$ cat config.mk
export PLATFORM = sky130hd
export DESIGN_NAME = form_query_tokenizer_core
export DESIGN_NICKNAME = d
export VERILOG_FILES = /design/src/fqt_pkg.sv /design/src/fqt_step.sv /design/src/form_query_tokenizer_core.sv
export SDC_FILE = /design/constraint.sdc
export NUM_CORES = 1
export LEC_CHECK = 0
export ABC_AREA = 1
export BUFFER_PORTS_ARGS = -buffer_cell sky130_fd_sc_hd__buf_4
export CAP_MARGIN = 10
export CORE_MARGIN = 1.5
export CORE_UTILIZATION = 40
export DETAILED_ROUTE_END_ITERATION = 8
export HOLD_SLACK_MARGIN = 0.02
export PLACE_DENSITY = 0.66
export SYNTH_ARGS = -nofsm -noshare
export SYNTH_HDL_FRONTEND = slang
export SYNTH_SLANG_ARGS = --single-unit
$ cat constraint.sdc
create_clock -name clock -period 3.4 [get_ports clock]
set_input_delay 0.17 -clock clock [delete_from_list [all_inputs] [get_ports clock]]
set_output_delay 0.17 -clock clock [all_outputs]
set_load 0.05 [all_outputs]
$ cat src/fqt_pkg.sv
// Package: shared types, character constants and hex digit decoding for the query tokenizer.
`default_nettype none

package fqt_pkg;

   localparam logic [7:0] CH_BACKSLASH = 8'h5C;
   localparam logic [7:0] CH_EQUALS    = 8'h3D;
   localparam logic [7:0] CH_PERCENT   = 8'h25;
   localparam logic [7:0] CH_PLUS      = 8'h2B;
   localparam logic [7:0] CH_SPACE     = 8'h20;

   localparam logic [7:0] SEP_RESET    = 8'h26;

   // Progress of a percent escape in the value.
   localparam logic [1:0] PCT_NONE = 2'd0;
   localparam logic [1:0] PCT_HIGH = 2'd1;
   localparam logic [1:0] PCT_LOW  = 2'd2;

   typedef struct packed {
      logic [7:0] in_byte;
      logic       in_last;
   } req_word_type;

   typedef struct packed {
      logic       byte_valid;
      logic [7:0] out_byte;
      logic       in_value_part;
      logic       pair_end;
      logic       format_error;
      logic       out_last;
   } rsp_word_type;

   typedef struct packed {
      logic       in_value_now;
      logic       escape_pending;
      logic       key_started;
      logic [1:0] percent_phase;
      logic [3:0] high_nibble;
   } parse_state_type;

   typedef struct packed {
      logic         emit;
      rsp_word_type word;
   } step_result_type;

   // Bit 4 flags a valid hex digit, bits 3:0 carry its value.
   function automatic logic [4:0] hex_digit(input logic [7:0] c);
      logic [4:0] r;
      r = 5'd0;
      if (c >= 8'h30 && c <= 8'h39) begin
         r = {1'b1, 4'(c - 8'h30)};
      end else if (c >= 8'h61 && c <= 8'h66) begin
         r = {1'b1, 4'(c - 8'h57)};
      end else if (c >= 8'h41 && c <= 8'h46) begin
         r = {1'b1, 4'(c - 8'h37)};
      end
      return r;
   endfunction

endpackage

`default_nettype wire

$ cat src/fqt_step.sv
// Module: combinational parse step that turns one raw byte and the parse state into a result.
`default_nettype none

module fqt_step (
   input  var fqt_pkg::parse_state_type state_cur,
   input  var fqt_pkg::req_word_type    word_in,
   input  wire logic [7:0]              pair_separator,
   output fqt_pkg::parse_state_type     state_next,
   output fqt_pkg::step_result_type     result
);

   logic [7:0] b;
   logic       esc_in;
   logic       is_sep;
   logic       vset;
   logic       vpart;
   logic [4:0] hex;

   assign b      = word_in.in_byte;
   assign esc_in = state_cur.escape_pending;
   assign is_sep = !esc_in && (b != fqt_pkg::CH_BACKSLASH) && (b == pair_separator);
   assign hex    = fqt_pkg::hex_digit(b);

   always_comb begin
      state_next = state_cur;
      state_next.escape_pending = !esc_in && (b == fqt_pkg::CH_BACKSLASH);
      result = '0;
      vset   = 1'b0;
      vpart  = 1'b0;

      if (is_sep) begin
         result.emit = 1'b1;
         result.word.pair_end = 1'b1;
         result.word.format_error = !state_cur.in_value_now ||
                                    (state_cur.percent_phase != fqt_pkg::PCT_NONE);
         vpart = state_cur.in_value_now;
         vset  = 1'b1;
         state_next.in_value_now  = 1'b0;
         state_next.key_started   = 1'b0;
         state_next.percent_phase = fqt_pkg::PCT_NONE;
         state_next.high_nibble   = 4'd0;
      end else if (!state_cur.in_value_now) begin
         if (!esc_in && b == fqt_pkg::CH_EQUALS) begin
            state_next.in_value_now = 1'b1;
         end else if (!state_cur.key_started && b == fqt_pkg::CH_SPACE) begin
            // Leading key spaces are dropped.
         end else begin
            state_next.key_started = 1'b1;
            result.emit = 1'b1;
            result.word.byte_valid = 1'b1;
            result.word.out_byte = b;
            vset = 1'b1;
         end
      end else if (state_cur.percent_phase == fqt_pkg::PCT_HIGH) begin
         if (!hex[4]) begin
            result.emit = 1'b1;
            result.word.format_error = 1'b1;
            state_next.percent_phase = fqt_pkg::PCT_NONE;
         end else begin
            state_next.high_nibble   = hex[3:0];
            state_next.percent_phase = fqt_pkg::PCT_LOW;
         end
      end else if (state_cur.percent_phase == fqt_pkg::PCT_LOW) begin
         state_next.percent_phase = fqt_pkg::PCT_NONE;
         result.emit = 1'b1;
         if (!hex[4]) begin
            result.word.format_error = 1'b1;
         end else begin
            result.word.byte_valid = 1'b1;
            result.word.out_byte = {state_cur.high_nibble, hex[3:0]};
            vpart = 1'b1;
            vset  = 1'b1;
         end
      end else if (b == fqt_pkg::CH_PERCENT) begin
         state_next.percent_phase = fqt_pkg::PCT_HIGH;
      end else begin
         result.emit = 1'b1;
         result.word.byte_valid = 1'b1;
         result.word.out_byte = (b == fqt_pkg::CH_PLUS) ? fqt_pkg::CH_SPACE : b;
         vpart = 1'b1;
         vset  = 1'b1;
      end

      // A separator reports the part before it; other dataless results, the part after it.
      result.word.in_value_part = vset ? vpart : state_next.in_value_now;

      if (word_in.in_last) begin
         result.emit = 1'b1;
         result.word.pair_end = 1'b1;
         result.word.out_last = 1'b1;
         if (is_sep || !state_next.in_value_now ||
             state_next.percent_phase != fqt_pkg::PCT_NONE) begin
            result.word.format_error = 1'b1;
         end
         state_next.escape_pending = 1'b0;
         state_next.in_value_now   = 1'b0;
         state_next.key_started    = 1'b0;
         state_next.percent_phase  = fqt_pkg::PCT_NONE;
         state_next.high_nibble    = 4'd0;
      end
   end

endmodule

`default_nettype wire

$ cat src/form_query_tokenizer_core.sv
// Module: top level of the streaming form-encoded query tokenizer.
//
//   Channel   Direction  Handshake            Word
//   req       in         req_valid/req_ready  in_byte, in_last
//   rsp       out        rsp_valid/rsp_ready  byte_valid, out_byte, in_value_part,
//                                             pair_end, format_error, out_last
//   csr       in         csr_wr_en            pair_separator (8 bits, reset '&')
//
// Every accepted word passes through an input register and, if it produces a
// result, moves on into the result register once that slot is free. One word
// is taken each cycle unless a stalled result blocks it. The parse state lives in
// a single register set that is updated as each word leaves the input register.
// Words that produce no result never wait for the result register. When the
// consumer stalls with a result pending, the input register holds its word and
// req_ready falls only for words that need the result slot. Reset is
// synchronous; it empties both registers and restores the separator to '&'.
`default_nettype none

module form_query_tokenizer_core (
   input  wire logic                  clock,
   input  wire logic                  reset,
   input  wire logic                  req_valid,
   output logic                       req_ready,
   input  var fqt_pkg::req_word_type  req_data,
   output logic                       rsp_valid,
   input  wire logic                  rsp_ready,
   output fqt_pkg::rsp_word_type      rsp_data,
   input  wire logic                  csr_wr_en,
   input  wire logic [7:0]            csr_wr_data
);

   logic                     in_valid_ff;
   logic                     in_valid_in;
   fqt_pkg::req_word_type    in_word_ff;
   logic                     out_valid_ff;
   logic                     out_valid_in;
   fqt_pkg::rsp_word_type    out_word_ff;
   fqt_pkg::parse_state_type state_ff;
   fqt_pkg::parse_state_type state_in;
   logic [7:0]               sep_ff;
   logic [7:0]               sep_in;
   fqt_pkg::step_result_type step_res;
   logic                     advance;
   logic                     out_free;

   fqt_step u_step (
      .state_cur      (state_ff),
      .word_in        (in_word_ff),
      .pair_separator (sep_ff),
      .state_next     (state_in),
      .result         (step_res)
   );

   // The result slot is free if empty or being drained this cycle.
   assign out_free  = !out_valid_ff || rsp_ready;
   assign advance   = in_valid_ff && (!step_res.emit || out_free);
   assign req_ready = !in_valid_ff || advance;

   assign in_valid_in  = req_valid || (in_valid_ff && !advance);
   assign out_valid_in = (advance && step_res.emit) || (out_valid_ff && !rsp_ready);
   assign sep_in       = csr_wr_en ? csr_wr_data : sep_ff;

   always_ff @(posedge clock) begin
      if (reset) begin
         in_valid_ff  <= 1'b0;
         out_valid_ff <= 1'b0;
         state_ff     <= '0;
         sep_ff       <= fqt_pkg::SEP_RESET;
      end else begin
         in_valid_ff  <= in_valid_in;
         out_valid_ff <= out_valid_in;
         sep_ff       <= sep_in;
         if (advance) begin
            state_ff <= state_in;
         end
      end
   end

   // Payload registers carry no reset.
   always_ff @(posedge clock) begin
      if (req_valid && req_ready) begin
         in_word_ff <= req_data;
      end
      if (advance && step_res.emit) begin
         out_word_ff <= step_res.word;
      end
   end

   assign rsp_valid = out_valid_ff;
   assign rsp_data  = out_word_ff;

endmodule

`default_nettype wire

Word-level counts from Yosys, hierarchy flattened

Index checks and enable logic that the tools add are counted.

Register bits after elaboration: 41
Output and inout bits: 15
Logic and storage cells: 122
Input bits: 22

Add/sub/neg operators: 3
Reductions and logical operators: 37
Mux-type cells: 48
Equal/unequal tests: 12
Order comparisons: 6

Operators with widths:

| operator              | number |
|---|---|
| $mux W10              | 5 |
| $eq A8 B6 Y1 const B  | 4 |
| $mux W1               | 27 |
| $mux W9               | 3 |
| $ge A8 B7 Y1 const B  | 2 |
| $le A8 B7 Y1 const B  | 2 |
| $mux W5               | 3 |
| $logic_and A1 B1 Y1   | 13 |
| $mux W2               | 5 |
| $logic_not A1 Y1      | 9 |
| $ne A3 B2 Y1 const B  | 3 |
| $reduce_bool A3 Y1    | 3 |
| $eq A8 B7 Y1 const B  | 1 |
| $eq A8 B8 Y1          | 1 |
| $ge A8 B6 Y1 const B  | 1 |
| $le A8 B6 Y1 const B  | 1 |
| $logic_or A1 B1 Y1    | 8 |
| $mux W4               | 2 |
| $mux W8               | 1 |
| $ne A8 B7 Y1 const B  | 1 |
| $reduce_and A4 Y1     | 2 |
| $sub A4 B3 Y4 const B | 2 |
| $mux W7               | 1 |
| $mux W6               | 1 |
| 4 further kinds       | 5 |

Longest topological paths before layout

Gate-level depths: netlist (run 1).

Depth after elaboration: 17
Mapped depth: 14
Gate-level depth less buffers: 14

Modules after synthesis

A second synthesis (run 1) with hierarchy kept.

Cells, all modules: 347
Area total of the unflattened synthesis: 2531.2 um2

By module, submodules not included:

| module                    | area each (um2) | sequential area each (um2) | times used | cells an instance |
|---|---|---|---|---|
| form_query_tokenizer_core | 1477.7          | 1041.0                     | 1          | 130 |
| fqt_step                  | 1053.5          | 0.0                        | 1          | 217 |

Worst setup path after synthesis (run 1)

OpenSTA, ideal clock, no wires.

Path type: register to register
Start point: register in_word_ff[2] (netlist bit)
End point: register out_word_ff, in the netlist rsp_data[0] (enable)
Buffers on the path: 1
Slack: 0.852 ns
Arrival time: 2.166 ns
Library setup time: 0.382 ns
Period minus slack after synthesis: 2.548 ns
Required time: 3.018 ns
Stages on the path, launching flop included: 12
Cells stage by stage: edfxtp_1 inv_1 ha_1 inv_1 nor3_2 nand2_1 nand3_2 nand3_2 o21ai_2 buf_6 nand2_4 nor2_1

Longest elaborated chain between the ends: 14
Elaborated cells on any way between the ends: 34
Classes of those cells: order compare: 6; eq/ne: 5; mux: 12; reduce/logical: 11

RTL lines:

| what                                         | line                            | RTL |
|---|---|---|
| from (decl)                                  | form_query_tokenizer_core.sv:34 | `fqt_pkg::req_word_type in_word_ff;` |
| from (signal assigned)                       | form_query_tokenizer_core.sv:82 | `in_word_ff <= req_data;` |
| $ge A8 B7 Y1 or $le A8 B7 Y1 (tied branches) | fqt_pkg.sv:54                   | `end else if (c >= 8'h41 && c <= 8'h46) begin` |
| $logic_and A1 B1 Y1                          | fqt_pkg.sv:54                   |  |
| $mux W5                                      | fqt_pkg.sv:54                   |  |
| $mux W5                                      | fqt_pkg.sv:52                   | `end else if (c >= 8'h61 && c <= 8'h66) begin` |
| $mux W5                                      | fqt_pkg.sv:50                   | `if (c >= 8'h30 && c <= 8'h39) begin` |
| $mux W1                                      | fqt_step.sv:55                  | `if (!hex[4]) begin` |
| $mux W1                                      | fqt_step.sv:54                  | `end else if (state_cur.percent_phase == fqt_pkg::PCT_HIGH) begin` |
| $mux W10                                     | fqt_step.sv:42                  | `end else if (!state_cur.in_value_now) begin` |
| $mux W1 (*)                                  | fqt_step.sv:31                  | `if (is_sep) begin` |
| $mux W1 (*)                                  | fqt_step.sv:87                  | `if (word_in.in_last) begin` |
| $logic_not A1 Y1                             | form_query_tokenizer_core.sv:56 | `assign advance = in_valid_ff && (!step_res.emit \|\| out_free);` |
| $logic_or A1 B1 Y1                           | form_query_tokenizer_core.sv:56 |  |
| $logic_and A1 B1 Y1                          | form_query_tokenizer_core.sv:56 |  |
| $logic_and A1 B1 Y1 (*)                      | form_query_tokenizer_core.sv:84 | `if (advance && step_res.emit) begin` |
| to (signal assigned)                         | form_query_tokenizer_core.sv:85 | `out_word_ff <= step_res.word;` |
| to (decl)                                    | form_query_tokenizer_core.sv:37 | `fqt_pkg::rsp_word_type out_word_ff;` |

Every way passes the cells marked *; elsewhere a longest branch is shown, timed or not.
A chain may end at the register's enable or synchronous reset.

Final worst setup path (run 1)

Start point: register in_word_ff[1] (netlist bit)
End point: output port req_ready

Longest elaborated chain between the ends: 14
Elaborated cells on any way between the ends: 34
Classes of those cells: order compare: 6; eq/ne: 5; mux: 12; reduce/logical: 11

RTL lines:

| what                                         | line                            | RTL |
|---|---|---|
| $ge A8 B7 Y1 or $le A8 B7 Y1 (tied branches) | fqt_pkg.sv:54                   |  |
| $logic_and A1 B1 Y1                          | fqt_pkg.sv:54                   |  |
| $mux W5                                      | fqt_pkg.sv:54                   |  |
| $mux W5                                      | fqt_pkg.sv:52                   |  |
| $mux W5                                      | fqt_pkg.sv:50                   |  |
| $mux W1                                      | fqt_step.sv:55                  |  |
| $mux W1                                      | fqt_step.sv:54                  |  |
| $mux W10                                     | fqt_step.sv:42                  |  |
| $mux W1 (*)                                  | fqt_step.sv:31                  |  |
| $mux W1 (*)                                  | fqt_step.sv:87                  |  |
| $logic_not A1 Y1 (*)                         | form_query_tokenizer_core.sv:56 |  |
| $logic_or A1 B1 Y1 (*)                       | form_query_tokenizer_core.sv:56 |  |
| $logic_and A1 B1 Y1 (*)                      | form_query_tokenizer_core.sv:56 |  |
| $logic_or A1 B1 Y1 (*)                       | form_query_tokenizer_core.sv:57 | `assign req_ready = !in_valid_ff \|\| advance;` |
| to (decl)                                    | form_query_tokenizer_core.sv:23 | `output logic req_ready,` |

Marks and branches as above.

==> results of run 1 <==
-- final cells by class --
| type | count | share of cell area, % |
|---|---|---|
| inverter | 49 | 6.72 |
| tap | 72 | 3.29 |
| sequential | 41 | 38.0 |
| clock buffer | 7 | 2.79 |
| clock inverter | 1 | 0.229 |
| multi-input combinational | 211 | 38.3 |
| timing repair buffer | 39 | 10.7 |
-- state kept, by name, summed over array words and instances (netlist names) --
register / count
in_valid_ff: 1
rsp_valid: 1
state_ff: 9
sep_ff: 8
rsp_data: 13
in_word_ff: 9
-- cells in the final DEF (no fill, tap or decap), drive strengths merged, types with 7 or more instances in the layout --
master	instances
nand3	26
nor2	29
nand2	90
edfxtp	22
o21ai	17
inv	49
clkbuf	7
nand4	9
dfxtp	19
buf	39
a21oi	22
-- power groups by stage --
stage,logic [mW],registers [mW],clock network (mW)
CTS,0.168,0.573,0.328
finish,0.168,0.573,0.317
detailed placement,0.168,0.585,0
global route,0.188,0.577,0.345
global placement,0.167,0.584,0
floorplan,0.0940,0.601,0
-- metrics by stage --
stage | util (%) | hold slack [ns]
2_1_floorplan | - | 0.269
3_3_place_gp | 47.9 | 0.350
3_5_place_dp | 47.9 | 0.349
4_1_cts | 49.4 | 0.0315
5_1_grt | 49.4 | 0.0301
6_report | 49.4 | 0.0386
-- kinds of logic after synthesis --
family	synth area share, %
buffers and inverters	9.78
and+or+nand+nor	32.0
adders and majority gates	2.16
DFF	45.0
AOI/OAI and AO/OA	11.1
-- final timing paths --
path / depth (start not counted) / slack (ns) / end / from
setup reg to reg: 11 / 0.80 / in_word_ff[8]$_DFFE_PP_ / in_word_ff[1]$_DFFE_PP_
setup / recovery: 10 / 0.79 / req_ready / in_word_ff[1]$_DFFE_PP_
hold reg to reg: 2 / 0.47 / state_ff[6]$_SDFFE_PP0P_ / state_ff[6]$_SDFFE_PP0P_
hold / removal: 1 / 0.04 / in_word_ff[5]$_DFFE_PP_ / req_data[5]
-- per-layer routing --
metal,track usage [%],wire length [um]
met1,24.9,2410
met2,30.1,2450
met3,3.56,330
met4,8.60,158
met5,0,0
==> impl_metrics.json, run 1 <==
{
  "worst_pin_slew_ns": 0.483,
  "required_ns": 3.23,
  "cts-root-buf": "clkbuf_8",
  "ys_seq_elements": 41,
  "hold_buffers": 0,
  "hold_path_class": "primary input to flop",
  "max_slew_margin_pct": 67.8,
  "critical_path_arrival_ns": 2.44,
  "antenna_found_initial": 0,
  "synthToLayoutAreaGrowth_pct": 18.3,
  "crit_chain": "inv_1 > ha_1 > nand2_1 > nand3_1 > nand2_2 > nand3_1 > nand3_2 > o21ai_2 > or2_1 > buf_4",
  "numCtsBuffers": 5,
  "final_cells": 420,
  "rows": 27,
  "die_h_um": 79.1,
  "yosysTopAreaCell": "edfxtp_1",
  "drt_wl_total_um": 5350,
  "yosysSeqAreaShare_pct": 45.0,
  "wl_per_cell_um": 12.7,
  "timing.final.ws_setup_ns": 0.786,
  "vias": 2092,
  "synth_cells": 308,
  "register_area_sq_mm": 0.00104,
  "p_per_area_mw_per_mm2": 387,
  "dpl_cell_area_sq_mm": 0.00266,
  "place_ws_ns": 0.825,
  "worst_ir_drop_vdd_mv": 0.240,
  "yosysUniqueCellTypes": 36,
  "synth-async-reset-ratio_pct": 0,
  "clock-sinks": 41,
  "period_minus_slack_ns": 2.61,
  "ctsResizeCount": 0,
  "outcome": "finished, final reports clean",
  "synth_warnings": 0,
  "synth_nets": 334,
  "port_buffers": 36,
  "drive_gt1_share_pct": 18.7,
  "p_clk_share_pct": 29.9,
  "grtUsageTotal_pct": 18.9,
  "cts_tree": "done",
  "grt_pass1_wl_um": 9080,
  "synth_most_common_cell": "nand2_1",
  "nFillCells": 566,
  "ant_nets": 0,
  "hpwl_um": 4190,
  "io_pins": 37,
  "crit_buf_inv": 2,
  "crit_slowest_cell": "edfxtp_1",
  "total_leakage_power_nw": 1.24,
  "yosysTopAreaCellShare_pct": 28.5,
  "grt_max_degree": 14,
  "start_util_pct": 41.8,
  "multi_input_area_sq_mm": 0.00105,
  "critPathCaptureType": "output port",
  "swShare_pct": 28.6,
  "start_kind": "flop",
  "insertion_delay_ns": 0.31,
  "slowest_delay_ns": 0.50,
  "max_cap_violations": 0,
  "hold_viol": 0,
  "power.total_mw": 1.06,
  "yosys-top-cells-area": "edfxtp_1 29%, dfxtp_1 16%, nand2_1 14%",
  "dieWidth_um": 79.1,
  "fin_skew_ns": 0.0136,
  "n_antenna_cell": 0,
  "stdcell_area_sq_mm": 0.00274,
  "setup_violations": 0,
  "synth-edff-count": 22,
  "die_area_sq_mm": 0.00625,
  "syn-mean-instance-area_sq_um": 7.52,
  "p_int_mw": 0.756,
  "period_share_pct": 76.9,
  "h-tree-depth": 2,
  "p_seq_share_pct": 54.2,
  "crit_family": "simple AND/OR/NAND/NOR gates",
  "drc": 0,
  "p_comb_share_pct": 15.9,
  "switchingPower_mw": 0.302,
  "criticalPathCategory": "flop to output port",
  "placed_cells": 412,
  "via_per_inst": 4.98,
  "fmax_ghz": 0.383,
  "core-area_sq_mm": 0.00554,
  "crit_top_cell": "nand3_1",
  "cp_max_fo": 7,
  "drtIter0Drc": 155,
  "synthesis.area_sq_mm": 0.00231,
  "synthFlopType": "edfxtp_1",
  "tns_ns": 0,
  "place_congestion": 0.890,
  "maxSlewViolCount": 0,
  "dr.pass1.iters": 6,
  "cts_setup_buffers": 0,
  "synthTopCellsByCount": "85 x nand2_1, 44 x inv_1, 26 x nor2_1, 22 x edfxtp_1, 22 x nand3_1",
  "rsz0062_at_grt": "no",
  "grt_pass1_vias": 1959,
  "num-nets-final": 373,
  "overflow": 0,
  "cts_buffer_depth": 2,
  "clk_pin_slew_worst_paths_ns": 0.08
}
(Power assumes the default switching activity.)
==> run 2, diff against run 1 <==
--- a/config.mk
+++ b/config.mk
@@ -5,7 +5,7 @@
 export SDC_FILE = /design/constraint.sdc
 export NUM_CORES = 1
 export LEC_CHECK = 0
-export ABC_AREA = 1
+export ABC_AREA = 0
 export BUFFER_PORTS_ARGS = -buffer_cell sky130_fd_sc_hd__buf_4
 export CAP_MARGIN = 10
 export CORE_MARGIN = 1.5
==> constraint.sdc (replaced) <==
create_clock -name clock -period 2.6 [get_ports clock]
set_input_delay 0.13 -clock clock [delete_from_list [all_inputs] [get_ports clock]]
set_output_delay 0.13 -clock clock [all_outputs]
set_load 0.05 [all_outputs]
==> run 2 against run 1 <==
Sequential power up 28%. Highest routed layer unchanged. Design area increased by 12%. Flip-flop and latch count unchanged. Combinational power grew 45%. Clock skew is 0.0062 ns lower. Wire length decreased by 3.2%. Count of clock-buffer cells in the layout down 2. The run now ends with negative setup slack left. Non-clock buffer count is 40 higher.
==> impl_metrics.json, run 2 <==
{
  "outcome": "finished, violations left",
  "violations": "negative setup slack",
  "maxSlewViolCount": 0,
  "h-tree-depth": 2,
  "drtIter0Drc": 137,
  "fin_skew_ns": 0.00737,
  "drive_gt1_share_pct": 37.2,
  "dieWidth_um": 76.2,
  "synth_cells": 216,
  "p_clk_share_pct": 34.1,
  "place_ws_ns": -0.0582,
  "cts-root-buf": "clkbuf_8",
  "largest_reg_flops": 13,
  "numCtsBuffers": 5,
  "hpwl_um": 3540,
  "final_cells": 363,
  "worst_hold_slack_ns": 0.0346,
  "overflow": 0,
  "fmax_ghz": 0.373,
  "drt_wl_total_um": 5170,
  "die_area_sq_mm": 0.00581,
  "io_pins": 37,
  "p_comb_share_pct": 16.5,
  "synthFlopType": "edfxtp_1",
  "synthTopCellsByCount": "28 x nor2_1, 22 x edfxtp_1, 19 x dfxtp_1, 14 x a21oi_1, 13 x nand2_1",
  "worst_ir_drop_vdd_mv": 0.296,
  "placed_cells": 333,
  "yosysTopAreaCellShare_pct": 30.8,
  "drc": 0,
  "insertion_delay_ns": 0.30,
  "required_ns": 2.79,
  "ant_nets": 0,
  "place_congestion": 0.906,
  "wl_per_cell_um": 14.2,
  "hold_path_class": "primary input to flop",
  "setup_violations": 17,
  "period_minus_slack_ns": 2.68,
  "p_per_area_mw_per_mm2": 483,
  "yosys-top-cells-area": "edfxtp_1 31%, dfxtp_1 18%, nor2_1 4.9%",
  "critPathCaptureType": "flop",
  "via_per_inst": 5.26,
  "yosysUniqueCellTypes": 50,
  "synth_xor_area_share_pct": 3.27,
  "hold_depth": 2,
  "most-common-layout-cells": "62 x buf_4, 28 x nor2_1, 22 x edfxtp_1",
  "timing.final.ws_setup_ns": -0.0845,
  "swShare_pct": 24.7,
  "criticalPathCategory": "flop to flop",
  "p_int_mw": 1.11,
  "total_leakage_power_nw": 1.17,
  "port_buffers": 36,
  "dr.pass1.iters": 4,
  "synth_top_family_by_area": "simple AND/OR/NAND/NOR gates",
  "grt_pass1_vias": 1782,
  "critical_path_arrival_ns": 2.88,
  "n_antenna_cell": 0,
  "start_kind": "flop",
  "synthesis.area_sq_mm": 0.00214,
  "switchingPower_mw": 0.366,
  "synth-async-reset-ratio_pct": 0,
  "die_h_um": 76.2,
  "yosys.area_share.simple_pct": 20.6,
  "synth-compound-area-share_pct": 18.4,
  "synth-edff-count": 22,
  "antenna_found_initial": 0,
  "synth_warnings": 0,
  "synthToLayoutAreaGrowth_pct": 42.9,
  "grt_max_degree": 17,
  "core-area_sq_mm": 0.00514,
  "worst_pin_slew_ns": 0.588,
  "p_seq_share_pct": 49.5,
  "cts_tree": "done",
  "synth_nets": 242,
  "yosysTopAreaCell": "edfxtp_1",
  "nFillCells": 464,
  "max_cap_violations": 0,
  "rows": 26,
  "final_common_cell": "buf_4",
  "yosysSeqAreaShare_pct": 48.6,
  "synthAdderAreaFrac_pct": 2.34,
  "grtUsageTotal_pct": 17.8,
  "start_util_pct": 41.7,
  "syn-mean-instance-area_sq_um": 9.92,
  "grt_pass1_wl_um": 8220,
  "clk_pin_slew_worst_paths_ns": 0.08,
  "power.total_mw": 1.48,
  "tns_ns": -0.463,
  "num-nets-final": 318,
  "period_share_pct": 103,
  "hold_viol": 0,
  "ys_seq_elements": 41,
  "synth_mux_area_share_pct": 2.80,
  "cp_max_fo": 5,
  "max_slew_margin_pct": 60.7,
  "ff2ff_path_depth": 14,
  "synth_most_common_cell": "nor2_1",
  "rsz0062_at_grt": "yes",
  "cts_buffer_depth": 2,
  "clock-sinks": 41,
  "vias": 1909
}
## run 2: stage by stage
step | utilization (%) | cell area, sq um
floorplan | - | 2170
global placement | 51.2 | 2630
detailed placement | 51.2 | 2630
CTS | 56.7 | 2920
global route | 59.6 | 3060
finish | 59.6 | 3060
## run 2: cell type report
type	instances	area [sq um]	area share (%)
Clock inverter	3	41.3	1.35
Sequential cell	41	1040	34.0
Tap cell	70	87.6	2.86
Timing Repair Buffer	79	658	21.5
Multi-Input combinational cell	155	1130	36.8
Clock buffer	5	68.8	2.25
Inverter	10	37.5	1.23
## run 2: per-layer routing
| metal | share of wire, % | vias up | track usage [%] |
|---|---|---|---|
| met5 | 0 | - | 0 |
| met3 | 5.5 | 13 | 4.67 |
| li1 | - | 940 | - |
| met1 | 42 | 884 | 22.4 |
| met2 | 50 | 72 | 29.9 |
| met4 | 2.2 | 0 | 5.37 |
## run 2: worst max-delay path, stage by stage, from the launching register on
cell      delay, ns
edfxtp_1       0.40
inv_2          0.11
ha_4           0.14
buf_6          0.09
nand4b_1       0.10
o211ai_1       0.23
nor3_2         0.08
nor2_2         0.16
inv_2          0.05
a2111o_1       0.45
buf_6          0.15
a21boi_4       0.27
buf_6          0.14
a21o_1         0.14
a21oi_2        0.06
## run 2: power groups by stage
stage	combinational [mW]	sequential (mW)	clock [mW]
after floorplan	0.0943	0.778	0
after global placement	0.202	0.745	0
after detailed placement	0.204	0.746	0
after CTS	0.223	0.731	0.518
after global routing	0.262	0.735	0.543
final	0.243	0.732	0.504
## run 2: logic make-up after synthesis
logic type               after synthesis
AND/OR/NAND/NOR                       82
AO/OA/AOI/OAI                         55
flip-flops                            41
buffers and inverters                 20
XOR/XNOR                               8
multiplexers                           6
adder cells (fa/ha/maj)                4
## run 2: repair_timing
item	CTS	global route
pin swaps	5	17
setup endpoints to repair	10	31
hold buffers	9	0
setup buffers	5	8
endpoints found under the hold margin	9	0
resized for setup	12	16
## run 2: final timing paths
path                             from                        to  slack, ns
max           in_word_ff[1]$_DFFE_PP_  state_ff[4]$_SDFFE_PP0N_      -0.08
min reg2reg  state_ff[0]$_SDFFE_PP0P_  state_ff[0]$_SDFFE_PP0P_       0.48
min                    csr_wr_data[5]    sep_ff[5]$_SDFFE_PP1P_       0.03
max reg2reg   in_word_ff[1]$_DFFE_PP_  state_ff[4]$_SDFFE_PP0N_      -0.08
